**config.mk**
```make
export PLATFORM = sky130hd
export DESIGN_NAME = joystick_calibrate_and_direction
export DESIGN_NICKNAME = d
export VERILOG_FILES = /design/src/hdl/jcd_pkg.sv /design/src/hdl/joystick_calibrate_and_direction.sv /design/src/hdl/jcd_datapath.sv /design/src/hdl/jcd_controller.sv
export SDC_FILE = /design/constraint.sdc
export NUM_CORES = 1
export LEC_CHECK = 0
export ABC_AREA = 0
export BUFFER_PORTS_ARGS = -buffer_cell sky130_fd_sc_hd__buf_2
export CAP_MARGIN = 20
export CELL_PAD_IN_SITES_DETAIL_PLACEMENT = 1
export CELL_PAD_IN_SITES_GLOBAL_PLACEMENT = 2
export CORE_AREA = 2 2 230 232
export CTS_CLUSTER_DIAMETER = 80
export DETAILED_ROUTE_END_ITERATION = 10
export DIE_AREA = 0 0 232 234
export GPL_TIMING_DRIVEN = 1
export PLACE_DENSITY_LB_ADDON = 0.08
export SETUP_SLACK_MARGIN = 0.2
export SYNTH_ARGS = -nofsm -noshare
export SYNTH_HDL_FRONTEND = slang
export SYNTH_HIERARCHICAL = 1
export SYNTH_SLANG_ARGS = --single-unit
```
**constraint.sdc**
```tcl
create_clock -name i_clk -period 13 [get_ports i_clk]
set_input_delay 1.95 -clock i_clk [delete_from_list [all_inputs] [get_ports i_clk]]
set_output_delay 1.95 -clock i_clk [all_outputs]
set_load 0.005 [all_outputs]
```
**src/hdl/jcd_pkg.sv**
```systemverilog
// jcd_pkg: shared types and constants of the joystick calibrate and direction block
// no dependencies; used by the controller, the datapath and the top level
`timescale 1ns / 1ps

package jcd_pkg;

    // item kinds carried on the input tuser
    localparam logic [1:0] OP_CENTRE  = 2'd0;
    localparam logic [1:0] OP_CALIB   = 2'd1;
    localparam logic [1:0] OP_MEASURE = 2'd2;

    // direction codes
    localparam logic [2:0] DIR_NEUTRAL = 3'd0;
    localparam logic [2:0] DIR_LEFT    = 3'd1;
    localparam logic [2:0] DIR_UP      = 3'd2;
    localparam logic [2:0] DIR_RIGHT   = 3'd3;
    localparam logic [2:0] DIR_DOWN    = 3'd4;

    localparam int QUOT_BITS  = 7;
    localparam int POS_BITS   = 8;
    localparam int DIR_BITS   = 3;
    localparam int THR_BITS   = 8;
    localparam int OUT_TDATA_W = 24;

    localparam logic [QUOT_BITS-1:0] SCALE_FULL      = 7'd100;
    localparam logic [THR_BITS-1:0]  THRESHOLD_RESET = 8'd80;
    localparam logic [2:0]           DIV_FIRST_SHIFT = 3'd6;

    // controller to datapath commands
    typedef struct packed {
        logic       load;
        logic       prep;
        logic       check;
        logic       div_step;
        logic       store;
        logic       square;
        logic       finish;
        logic       axis_y;
        logic [2:0] shift;
    } t_dp_cmd;

    // datapath to controller status
    typedef struct packed {
        logic out_free;
    } t_dp_status;

endpackage

```
**src/hdl/joystick_calibrate_and_direction.sv**
```systemverilog
// joystick_calibrate_and_direction: top level, stream ports around controller and datapath
// depends on jcd_pkg, jcd_controller, jcd_datapath
`timescale 1ns / 1ps

// Conditions a two-axis joystick. Each input request carries a kind on tuser: centre capture
// stores the rest position, a calibration sample widens the per-axis min and max (reset to
// all ones and zero), and a measure sample produces one result: each axis scaled around its
// centre to -100..100 with truncating division and saturation, the button state, a direction
// (neutral unless x^2 + y^2 exceeds the threshold squared, then left, up, right or down split
// at the diagonals) and a fault flag when a used span is zero or negative, in which case that
// axis reads 0. Centre and calibration requests give no result. A measure request runs, per
// axis, a prepare step (offset times 100), a saturation check, the seven steps of the shared
// restoring divider and a store, then a squaring step and a direction compare whose result
// is loaded into the output register; that load waits while the register holds an untaken
// result, and the input is ready again after it. The result sits in an output register, so
// a new request is accepted while it waits. The threshold register is written through the
// cfg port at any time (ready is always high) and resets to 80.

module joystick_calibrate_and_direction #(
    parameter int ADC_BITS = 8
) (
    input  logic i_clk,
    input  logic i_rst_n,

    input  logic                    s_axis_tvalid,
    output logic                    s_axis_tready,
    // adc_x, adc_y, button_pressed, zero padding
    input  logic [((2*ADC_BITS+1+7)/8)*8-1:0] s_axis_tdata,
    // op
    input  logic [1:0]              s_axis_tuser,

    output logic                    m_axis_tvalid,
    input  logic                    m_axis_tready,
    // pos_x, pos_y, pressed, direction, span_fault, zero padding
    output logic [jcd_pkg::OUT_TDATA_W-1:0] m_axis_tdata,

    input  logic                    i_cfg_valid,
    output logic                    o_cfg_ready,
    // direction_threshold
    input  logic [jcd_pkg::THR_BITS-1:0] i_cfg_data
);

    localparam int OUT_USED = 2*jcd_pkg::POS_BITS + 1 + jcd_pkg::DIR_BITS + 1;

    jcd_pkg::t_dp_cmd    s_cmd;
    jcd_pkg::t_dp_status s_status;

    logic signed [jcd_pkg::POS_BITS-1:0] s_pos_x, s_pos_y;
    logic                                s_pressed, s_fault;
    logic [jcd_pkg::DIR_BITS-1:0]        s_dir;

    // configuration writes are always taken
    assign o_cfg_ready = 1'b1;

    jcd_controller u_ctrl (
        .i_clk     (i_clk),
        .i_rst_n   (i_rst_n),
        .i_s_valid (s_axis_tvalid),
        .i_op      (s_axis_tuser),
        .o_s_ready (s_axis_tready),
        .i_status  (s_status),
        .o_cmd     (s_cmd)
    );

    jcd_datapath #(
        .ADC_BITS (ADC_BITS)
    ) u_dp (
        .i_clk        (i_clk),
        .i_rst_n      (i_rst_n),
        .i_cmd        (s_cmd),
        .o_status     (s_status),
        .i_op         (s_axis_tuser),
        .i_adc_x      (s_axis_tdata[ADC_BITS-1:0]),
        .i_adc_y      (s_axis_tdata[2*ADC_BITS-1:ADC_BITS]),
        .i_button     (s_axis_tdata[2*ADC_BITS]),
        .i_cfg_valid  (i_cfg_valid),
        .i_cfg_data   (i_cfg_data),
        .i_m_ready    (m_axis_tready),
        .o_m_valid    (m_axis_tvalid),
        .o_pos_x      (s_pos_x),
        .o_pos_y      (s_pos_y),
        .o_pressed    (s_pressed),
        .o_direction  (s_dir),
        .o_span_fault (s_fault)
    );

    // pack result, lowest field first
    assign m_axis_tdata = {{(jcd_pkg::OUT_TDATA_W-OUT_USED){1'b0}},
                           s_fault, s_dir, s_pressed, s_pos_y, s_pos_x};

endmodule

```
**src/hdl/jcd_datapath.sv**
```systemverilog
// jcd_datapath: calibration state, shared restoring divider, direction logic, output register
// depends on jcd_pkg; sequenced by jcd_controller
`timescale 1ns / 1ps

module jcd_datapath #(
    parameter int ADC_BITS = 8
) (
    input  logic                              i_clk,
    input  logic                              i_rst_n,
    input  jcd_pkg::t_dp_cmd                  i_cmd,
    output jcd_pkg::t_dp_status               o_status,
    input  logic [1:0]                        i_op,
    input  logic [ADC_BITS-1:0]               i_adc_x,
    input  logic [ADC_BITS-1:0]               i_adc_y,
    input  logic                              i_button,
    input  logic                              i_cfg_valid,
    input  logic [jcd_pkg::THR_BITS-1:0]      i_cfg_data,
    input  logic                              i_m_ready,
    output logic                              o_m_valid,
    output logic signed [jcd_pkg::POS_BITS-1:0] o_pos_x,
    output logic signed [jcd_pkg::POS_BITS-1:0] o_pos_y,
    output logic                              o_pressed,
    output logic [jcd_pkg::DIR_BITS-1:0]      o_direction,
    output logic                              o_span_fault
);

    localparam int NUM_W = ADC_BITS + jcd_pkg::QUOT_BITS;
    localparam logic [ADC_BITS-1:0] ADC_MAX = {ADC_BITS{1'b1}};

    // calibration state
    logic [ADC_BITS-1:0] r_centre_x, r_centre_y, r_max_x, r_max_y, r_min_x, r_min_y;
    logic [jcd_pkg::THR_BITS-1:0] r_thr;

    // latched item
    logic [ADC_BITS-1:0] r_adc_x, r_adc_y;
    logic                r_btn;

    // divider
    logic [NUM_W-1:0]               r_num;
    logic [ADC_BITS-1:0]            r_span;
    logic [jcd_pkg::QUOT_BITS-1:0]  r_quot;
    logic                           r_neg, r_afault, r_sat, r_fault;

    logic signed [jcd_pkg::POS_BITS-1:0] r_pos_x, r_pos_y;
    logic [13:0] r_xx, r_yy;
    logic [15:0] r_tt;

    logic                                r_m_valid;
    logic signed [jcd_pkg::POS_BITS-1:0] r_o_pos_x, r_o_pos_y;
    logic                                r_o_pressed, r_o_fault;
    logic [jcd_pkg::DIR_BITS-1:0]        r_o_dir;

    // axis selection for the prepare step
    logic [ADC_BITS-1:0] s_v, s_c, s_hi, s_lo, s_mag;
    logic [ADC_BITS:0]   s_span;
    logic                s_above, s_span_bad;
    logic [NUM_W-1:0]    s_num, s_trial;

    always_comb begin
        s_v  = i_cmd.axis_y ? r_adc_y    : r_adc_x;
        s_c  = i_cmd.axis_y ? r_centre_y : r_centre_x;
        s_hi = i_cmd.axis_y ? r_max_y    : r_max_x;
        s_lo = i_cmd.axis_y ? r_min_y    : r_min_x;
        s_above = s_v > s_c;
        if (s_above) begin
            s_span = {1'b0, s_hi} - {1'b0, s_c};
            s_mag  = s_v - s_c;
        end else begin
            s_span = {1'b0, s_c} - {1'b0, s_lo};
            s_mag  = s_c - s_v;
        end
        // negative or zero span
        s_span_bad = s_span[ADC_BITS] || (s_span == '0);
        s_num   = NUM_W'(s_mag) * NUM_W'(jcd_pkg::SCALE_FULL);
        s_trial = NUM_W'(r_span) << i_cmd.shift;
    end

    // saturated, signed axis value
    logic [jcd_pkg::QUOT_BITS-1:0]       s_qmag;
    logic signed [jcd_pkg::POS_BITS-1:0] s_axis_val;

    always_comb begin
        s_qmag = (r_sat || (r_quot > jcd_pkg::SCALE_FULL)) ? jcd_pkg::SCALE_FULL : r_quot;
        if (r_afault) begin
            s_axis_val = '0;
        end else if (r_neg) begin
            s_axis_val = -$signed({1'b0, s_qmag});
        end else begin
            s_axis_val = $signed({1'b0, s_qmag});
        end
    end

    // direction sectors
    logic signed [15:0] s_sq_x, s_sq_y;
    logic [14:0]        s_sum;
    logic signed [jcd_pkg::POS_BITS:0] s_x, s_y, s_nx;
    logic [jcd_pkg::DIR_BITS-1:0] s_dir;

    always_comb begin
        s_sq_x = 16'(r_pos_x) * 16'(r_pos_x);
        s_sq_y = 16'(r_pos_y) * 16'(r_pos_y);
        s_sum  = {1'b0, r_xx} + {1'b0, r_yy};
        s_x    = {r_pos_x[jcd_pkg::POS_BITS-1], r_pos_x};
        s_y    = {r_pos_y[jcd_pkg::POS_BITS-1], r_pos_y};
        s_nx   = -s_x;
        if ({1'b0, s_sum} <= r_tt) begin
            s_dir = jcd_pkg::DIR_NEUTRAL;
        end else if (s_y > 0 && s_y > s_x && s_y >= s_nx) begin
            s_dir = jcd_pkg::DIR_UP;
        end else if (s_x > 0 && s_y <= s_x && s_y > s_nx) begin
            s_dir = jcd_pkg::DIR_RIGHT;
        end else if (s_y < 0 && s_y <= s_nx && s_y < s_x) begin
            s_dir = jcd_pkg::DIR_DOWN;
        end else begin
            s_dir = jcd_pkg::DIR_LEFT;
        end
    end

    // calibration state and threshold
    always_ff @(posedge i_clk) begin
        if (!i_rst_n) begin
            r_centre_x <= '0;
            r_centre_y <= '0;
            r_max_x    <= '0;
            r_max_y    <= '0;
            r_min_x    <= ADC_MAX;
            r_min_y    <= ADC_MAX;
            r_thr      <= jcd_pkg::THRESHOLD_RESET;
        end else begin
            if (i_cfg_valid) begin
                r_thr <= i_cfg_data;
            end
            if (i_cmd.load && i_op == jcd_pkg::OP_CENTRE) begin
                r_centre_x <= i_adc_x;
                r_centre_y <= i_adc_y;
            end
            if (i_cmd.load && i_op == jcd_pkg::OP_CALIB) begin
                if (i_adc_x > r_max_x) r_max_x <= i_adc_x;
                if (i_adc_y > r_max_y) r_max_y <= i_adc_y;
                if (i_adc_x < r_min_x) r_min_x <= i_adc_x;
                if (i_adc_y < r_min_y) r_min_y <= i_adc_y;
            end
        end
    end

    // working registers
    always_ff @(posedge i_clk) begin
        if (i_cmd.load) begin
            r_adc_x <= i_adc_x;
            r_adc_y <= i_adc_y;
            r_btn   <= i_button;
            r_fault <= 1'b0;
        end
        if (i_cmd.prep) begin
            r_num    <= s_num;
            r_span   <= s_span[ADC_BITS-1:0];
            r_neg    <= !s_above && (s_v != s_c);
            r_afault <= s_span_bad;
            r_quot   <= '0;
            if (s_span_bad) r_fault <= 1'b1;
        end
        if (i_cmd.check) begin
            r_sat <= r_num >= {r_span, {jcd_pkg::QUOT_BITS{1'b0}}};
        end
        if (i_cmd.div_step && r_num >= s_trial) begin
            r_num                 <= r_num - s_trial;
            r_quot[i_cmd.shift]   <= 1'b1;
        end
        if (i_cmd.store) begin
            if (i_cmd.axis_y) r_pos_y <= s_axis_val;
            else              r_pos_x <= s_axis_val;
        end
        if (i_cmd.square) begin
            r_xx <= s_sq_x[13:0];
            r_yy <= s_sq_y[13:0];
            r_tt <= 16'(r_thr) * 16'(r_thr);
        end
        if (i_cmd.finish) begin
            r_o_pos_x   <= r_pos_x;
            r_o_pos_y   <= r_pos_y;
            r_o_pressed <= r_btn;
            r_o_dir     <= s_dir;
            r_o_fault   <= r_fault;
        end
    end

    // output register valid
    always_ff @(posedge i_clk) begin
        if (!i_rst_n) begin
            r_m_valid <= 1'b0;
        end else if (i_cmd.finish) begin
            r_m_valid <= 1'b1;
        end else if (i_m_ready) begin
            r_m_valid <= 1'b0;
        end
    end

    assign o_status.out_free = !r_m_valid || i_m_ready;
    assign o_m_valid    = r_m_valid;
    assign o_pos_x      = r_o_pos_x;
    assign o_pos_y      = r_o_pos_y;
    assign o_pressed    = r_o_pressed;
    assign o_direction  = r_o_dir;
    assign o_span_fault = r_o_fault;

endmodule

```
**src/hdl/jcd_controller.sv**
```systemverilog
// jcd_controller: sequencer for one measure request through both axes and the direction step
// depends on jcd_pkg; drives jcd_datapath
`timescale 1ns / 1ps

module jcd_controller (
    input  logic                i_clk,
    input  logic                i_rst_n,
    input  logic                i_s_valid,
    input  logic [1:0]          i_op,
    output logic                o_s_ready,
    input  jcd_pkg::t_dp_status i_status,
    output jcd_pkg::t_dp_cmd    o_cmd
);

    localparam logic [2:0] ST_IDLE   = 3'd0;
    localparam logic [2:0] ST_PREP   = 3'd1;
    localparam logic [2:0] ST_CHECK  = 3'd2;
    localparam logic [2:0] ST_DIV    = 3'd3;
    localparam logic [2:0] ST_STORE  = 3'd4;
    localparam logic [2:0] ST_SQUARE = 3'd5;
    localparam logic [2:0] ST_FINISH = 3'd6;

    logic [2:0] r_state, n_state;
    logic [2:0] r_step, n_step;
    logic       r_axis_y, n_axis_y;
    logic       s_accept;

    assign o_s_ready = (r_state == ST_IDLE) && i_rst_n;
    assign s_accept  = o_s_ready && i_s_valid;

    always_comb begin
        n_state  = r_state;
        n_step   = r_step;
        n_axis_y = r_axis_y;
        o_cmd    = '0;
        o_cmd.axis_y = r_axis_y;
        o_cmd.shift  = r_step;
        case (r_state)
            ST_IDLE: begin
                o_cmd.load = s_accept;
                n_axis_y   = 1'b0;
                if (s_accept && i_op == jcd_pkg::OP_MEASURE) begin
                    n_state = ST_PREP;
                end
            end
            ST_PREP: begin
                o_cmd.prep = 1'b1;
                n_state    = ST_CHECK;
            end
            ST_CHECK: begin
                o_cmd.check = 1'b1;
                n_step      = jcd_pkg::DIV_FIRST_SHIFT;
                n_state     = ST_DIV;
            end
            ST_DIV: begin
                o_cmd.div_step = 1'b1;
                if (r_step == '0) begin
                    n_state = ST_STORE;
                end else begin
                    n_step = r_step - 3'd1;
                end
            end
            ST_STORE: begin
                o_cmd.store = 1'b1;
                if (r_axis_y) begin
                    n_state = ST_SQUARE;
                end else begin
                    n_axis_y = 1'b1;
                    n_state  = ST_PREP;
                end
            end
            ST_SQUARE: begin
                o_cmd.square = 1'b1;
                n_state      = ST_FINISH;
            end
            ST_FINISH: begin
                if (i_status.out_free) begin
                    o_cmd.finish = 1'b1;
                    n_state      = ST_IDLE;
                end
            end
            default: begin
                n_state = ST_IDLE;
            end
        endcase
    end

    always_ff @(posedge i_clk) begin
        if (!i_rst_n) begin
            r_state  <= ST_IDLE;
            r_step   <= '0;
            r_axis_y <= 1'b0;
        end else begin
            r_state  <= n_state;
            r_step   <= n_step;
            r_axis_y <= n_axis_y;
        end
    end

endmodule

```
Word-level counts from Yosys, hierarchy flattened
Index checks and enable logic that the tools add are counted.
- $add $sub $neg: 9
- $mul: 4
- $lt $le $gt $ge: 20
- equality and inequality tests: 13
- shift operators: 1
- muxes and demuxes: 39
- bitwise logic cells: 2
- reduce and logical (&&, ||, !) cells: 37
- operators by type and width (operator ; count):
    8-bit two-way mux ; 7
    8-bit > comparator ; 4
    15-bit greater-or-equal comparator ; 2
    15-bit two-way mux ; 2
    8-bit by 8-bit multiplier with 14-bit output ; 2
    8-bit less-than comparator ; 3
    7-bit two-way mux ; 3
    3-bit case mux with 7 select lines ; 1
    3-bit two-way mux ; 6
    8-bit by 8-bit subtractor with 9-bit output ; 2
    8-bit by 1-bit > comparator with 1-bit output, second input constant ; 2
    15-bit by 16-bit less-or-equal comparator with 1-bit output ; 1
    8-bit by 8-bit multiplier with 16-bit output ; 1
    8-bit subtractor ; 2
    14-bit by 14-bit adder with 15-bit output ; 1
    8-bit by 3-bit left shift with 15-bit output ; 1
    15-bit subtractor ; 1
    1-bit logical AND ; 14
    1-bit two-way mux ; 14
    2-bit AND reduction ; 7
    8-bit by 5-bit multiplier with 13-bit output, second input constant ; 1
    3-bit == test, second input constant ; 3
    8-bit by 9-bit greater-or-equal comparator with 1-bit output ; 1
    8-bit by 9-bit > comparator with 1-bit output ; 1
    32 further kinds ; 43
- register bits: 196

Logic depth before layout (Yosys ltp)
- depth in word-level cells: 7
- mapped depth: 29
- mapped depth without buffers: 25

Hierarchy
Netlist, hierarchy kept.
- by module, submodules not included (module ; instances ; cells an instance ; area each (sq um) ; sequential area each (sq um)):
    jcd_datapath ; 1 ; 1823 ; 17481.8 ; 4934.7
    jcd_controller ; 1 ; 58 ; 480.5 ; 140.1
    joystick_calibrate_and_direction ; 1 ; 8 ; 52.6 ; 0.0

Least setup slack after synthesis
Ideal clock, no wire load.
- path type: register -> register
- from: register u_ctrl.r_axis_y
- to: register u_dp.r_num[14] (data pin)
- library setup time: 261 ps
- arrival: 5709 ps
- data required time: 12739 ps
- setup slack: 7030 ps
- cell stages (with the launch flop): 28
- buffers on the path: 4
- cell sequence: dfxtp_1 buf_4 clkbuf_1 clkbuf_1 mux2i_1 inv_1 ha_1 nand4_1 nor2_1 a31oi_4 buf_2 nand2_1 a31oi_1 a211oi_1 xnor2_1 ha_1 ha_1 inv_1 fa_1 inv_1 ha_1 a21o_1 a21oi_1 o21bai_1 a21oi_1 o21ai_0 xnor2_1 mux2i_1
- longest elaborated chain between the ends: 6
- elaborated cells on any way between the ends: 9
- classes of those cells: 2 x add/sub; 1 x mul; 1 x order compare; 5 x mux
- ends and longest elaborated chain (what ; RTL line ; text):
    start, declared ; jcd_controller.sv:25 ; logic r_axis_y, n_axis_y;
    start signal, assigned ; jcd_controller.sv:96 ; r_axis_y <= n_axis_y;
    8-bit two-way mux (on tied branches) ; jcd_datapath.sv:61, jcd_datapath.sv:60 ;
    8-bit subtractor, or another cell as far along ; jcd_datapath.sv:70 ; s_mag = s_c - s_v;
    8-bit two-way mux * ; jcd_datapath.sv:65 ; if (s_above) begin
    8-bit by 5-bit multiplier with 13-bit output * ; jcd_datapath.sv:74 ; s_num = NUM_W'(s_mag) * NUM_W'(jcd_pkg::SCALE_FULL);
    15-bit two-way mux * ; jcd_datapath.sv:154 ; if (i_cmd.prep) begin
    15-bit two-way mux * ; jcd_datapath.sv:165 ; if (i_cmd.div_step && r_num >= s_trial) begin
    end signal, assigned ; jcd_datapath.sv:155 ; r_num <= s_num;
    end signal, assigned ; jcd_datapath.sv:166 ; r_num <= r_num - s_trial;
    end, declared ; jcd_datapath.sv:39 ; logic [NUM_W-1:0] r_num;
Every way passes the cells marked *; elsewhere a longest branch is shown, timed or not. The select of a mux whose other input is x is not followed.
A chain may end at the register's enable or synchronous reset.

Final worst setup path
Ends and elaborated chain as after synthesis.

==> out/results.ini <==
[global_routing]
grt_use_total=0.176
grt_pass1_wl_um=73800
antenna_found_initial=0
gr-total-overflow=0
grt_pass1_vias=13500
grt_max_degree=83

[flow_run]
maxCapViolations=0

[floorplanning]
die_w_um=232
dieArea_sq_mm=0.0543
fp.coreArea_sq_mm=0.0520
start_util=0.346
io_pins=66
core.rowCount=84
die_y_um=234

[clocking]
path_clk_slew_ps=70
post_cts_buffers=0
clock_latency_ps=490
cts_tree=done
cts_hold_buf=0
cts-root-buf=clkbuf_16
htree_levels=4
clock_path_buffers=2
post_cts_resized=0
cts_buffers=17
clock-sinks=193

[place]
hpwl_um=36600
port_buffers=54
placed_cells=2579
gp_congestion=0.764

[setup_path]
rr_endpoint=u_dp/r_num[14]
startpoint=u_ctrl/r_axis_y
cp-end-kind=register
critPathLaunchType=register
cp_max_fo=26
r2r_setup_slack_ps=5770
crit_type=reg -> reg
r2r-start=u_ctrl/r_axis_y
cp.required_ps=13220
arrival_ps=7440
rr_worst_depth=24

[logic_synthesis]
synth_cells=1889
yosysSeqAreaShare=0.282
synth_ff_type=edfxtp_1
syn_area_per_cell_sq_um=9.54
ys_seq_elements=193
ys_types=75
synth.cell_area_sq_mm=0.0180
async_flop_share=0
synth_warnings=6
synth_edf_count=121

[drt]
met3RoutedLength_um=836
drt-total-wl_um=45900
drt_first_pass_iters=4
vias=12900
ant_nets=0
wl_met1_um=21200
viasPerCell=4.93
wire_per_inst_um=17.6
top_layer=met4
initialDrtViolationCount=445
dr_wl_met2_um=23200
drcViolationCount=0

[worst_hold_path]
hp-start=u_dp/r_btn
worstHoldPathCells=0
hold_end=u_dp/o_pressed
hold_path_class=reg -> reg

[timing]
timing.fmax_mhz=138
final_hold_viol_count=0
rsz0062_at_grt=no
setup_viol=0
tns_ps=0
drv_slew=0
relSlewSlack=0.329
tightest_slew_ps=1010
finClkSkew_ps=20.0
period_needed_ps=7230
timing.final.crit_share=0.556

[layout]
multi_input_area_sq_mm=0.0116
area.sequential_sq_mm=0.00508
post-route-util=0.375
fillCellCount=5988
syn_to_final_growth_pct=8.31
nets=2302
antenna_cells=0
stdcell_count=2612
drive_gt1_frac=0.0644

[pwr]
power.leakage_uw=0.00866
total_power_uw=2010
ir_worst_vdd_uv=117
cellPowerDensity_mw_per_mm2=103

[outcome]
status=finished clean

## synthesized netlist by cell type, types with 31 or more instances
master	instances	share of area
nand2_1	138	0.029
ha_1	239	0.17
edfxtp_1	121	0.20
nor2b_1	86	0.030
dfxtp_1	72	0.080
a21o_1	31	0.013
inv_1	276	0.058
nor2_1	105	0.022
xnor2_1	79	0.038
and2_1	37	0.013
clkbuf_1	40	0.0083
o21ai_0	69	0.019
fa_1	113	0.13
a21oi_1	83	0.023
mux2i_1	83	0.046
## registers in the layout (all words and copies together), names as in the netlist, 7 cells and up
name,count
u_dp/r_num,15
u_dp/r_tt,15
u_dp/r_xx,13
u_dp/r_yy,13
u_dp/o_pos_x,8
u_dp/o_pos_y,8
u_dp/r_adc_x,8
u_dp/r_adc_y,8
u_dp/r_centre_x,8
u_dp/r_centre_y,8
u_dp/r_max_x,8
u_dp/r_max_y,8
u_dp/r_min_x,8
u_dp/r_min_y,8
u_dp/r_pos_x,8
u_dp/r_pos_y,8
u_dp/r_span,8
u_dp/r_thr,8
u_dp/r_quot,7
## logic make-up after synthesis
logic type               share of synthesized area
XOR/XNOR                                    0.0486
multiplexers                                0.0524
AND/OR/NAND/NOR                              0.137
AO/OA/AOI/OAI                                0.113
buffers and inverters                       0.0749
other                                     0.000625
flip-flops                                   0.282
adder cells (fa/ha/maj)                      0.292
## routing by layer
| metal | vias to the layer above | track usage |
|---|---|---|
| met5 | - | 0 |
| met4 | 0 | 0.0453 |
| met3 | 35 | 0.0258 |
| met2 | 73 | 0.317 |
| met1 | 6361 | 0.220 |
| li1 | 6398 | - |
## cells in the final DEF, fill, tap and decap left out, types with 79 or more instances in the layout
cell | Yosys | layout
a21oi_1 | 83 | 83
inv_1 | 276 | 276
nor2_1 | 105 | 104
edfxtp_1 | 121 | 121
fa_1 | 113 | 113
xnor2_1 | 79 | 79
nand2_1 | 138 | 138
ha_1 | 239 | 239
nor2b_1 | 86 | 86
mux2i_1 | 83 | 83
## report_power, final
group | switching [uW] | internal, uW | leakage [uW]
Combinational | 415 | 325 | 0.00669
Clock | 256 | 269 | 0.000281
Sequential | 36.0 | 711 | 0.00169
## worst max-delay path, cell delays in order (launching register included)
cell      delay [ps]
dfxtp_2          710
buf_4            430
mux2i_1          650
inv_1            280
ha_1             390
nand4_1          150
nor2_1           260
a31o_1           690
nand2_1          140
a31oi_1          200
a211oi_1         110
xnor2_1          180
ha_1             310
ha_1             270
inv_1             50
fa_1             500
inv_1             40
ha_1             320
a21o_1           190
a21oi_1          220
o21bai_1         100
a21oi_1          220
o21ai_0          150
xnor2_1          270
mux2i_1          110
## layout make-up
class | instances | share of cell area
inverter | 279 | 0.0537
sequential | 193 | 0.260
clock buffer | 19 | 0.0244
clock inverter | 13 | 0.00475
timing repair buffer | 64 | 0.0179
tap | 688 | 0.0441
multi-input combinational | 1356 | 0.595
## worst max-delay path by stage
stage	to	slack (ps)	cells after the start
floorplan	u_dp/r_num[14]	7030	27
global placement	u_dp/r_num[14]	5700	22
detailed placement	u_dp/r_num[14]	5630	22
CTS	u_dp/r_num[14]	5590	22
global route	u_dp/r_num[14]	5130	22
finish	u_dp/r_num[14]	5770	24
## per-stage QoR
| stage | instance area, sq um | hold slack, ps | worst slack, ps |
|---|---|---|---|
| floorplan | 18000 | 400 | 7030 |
| global placement | 18900 | 401 | 5700 |
| detailed placement | 18900 | 410 | 5630 |
| CTS | 19500 | 428 | 5590 |
| global route | 19500 | 445 | 5130 |
| finish | 19500 | 424 | 5770 |
(Power assumes the default switching activity.)
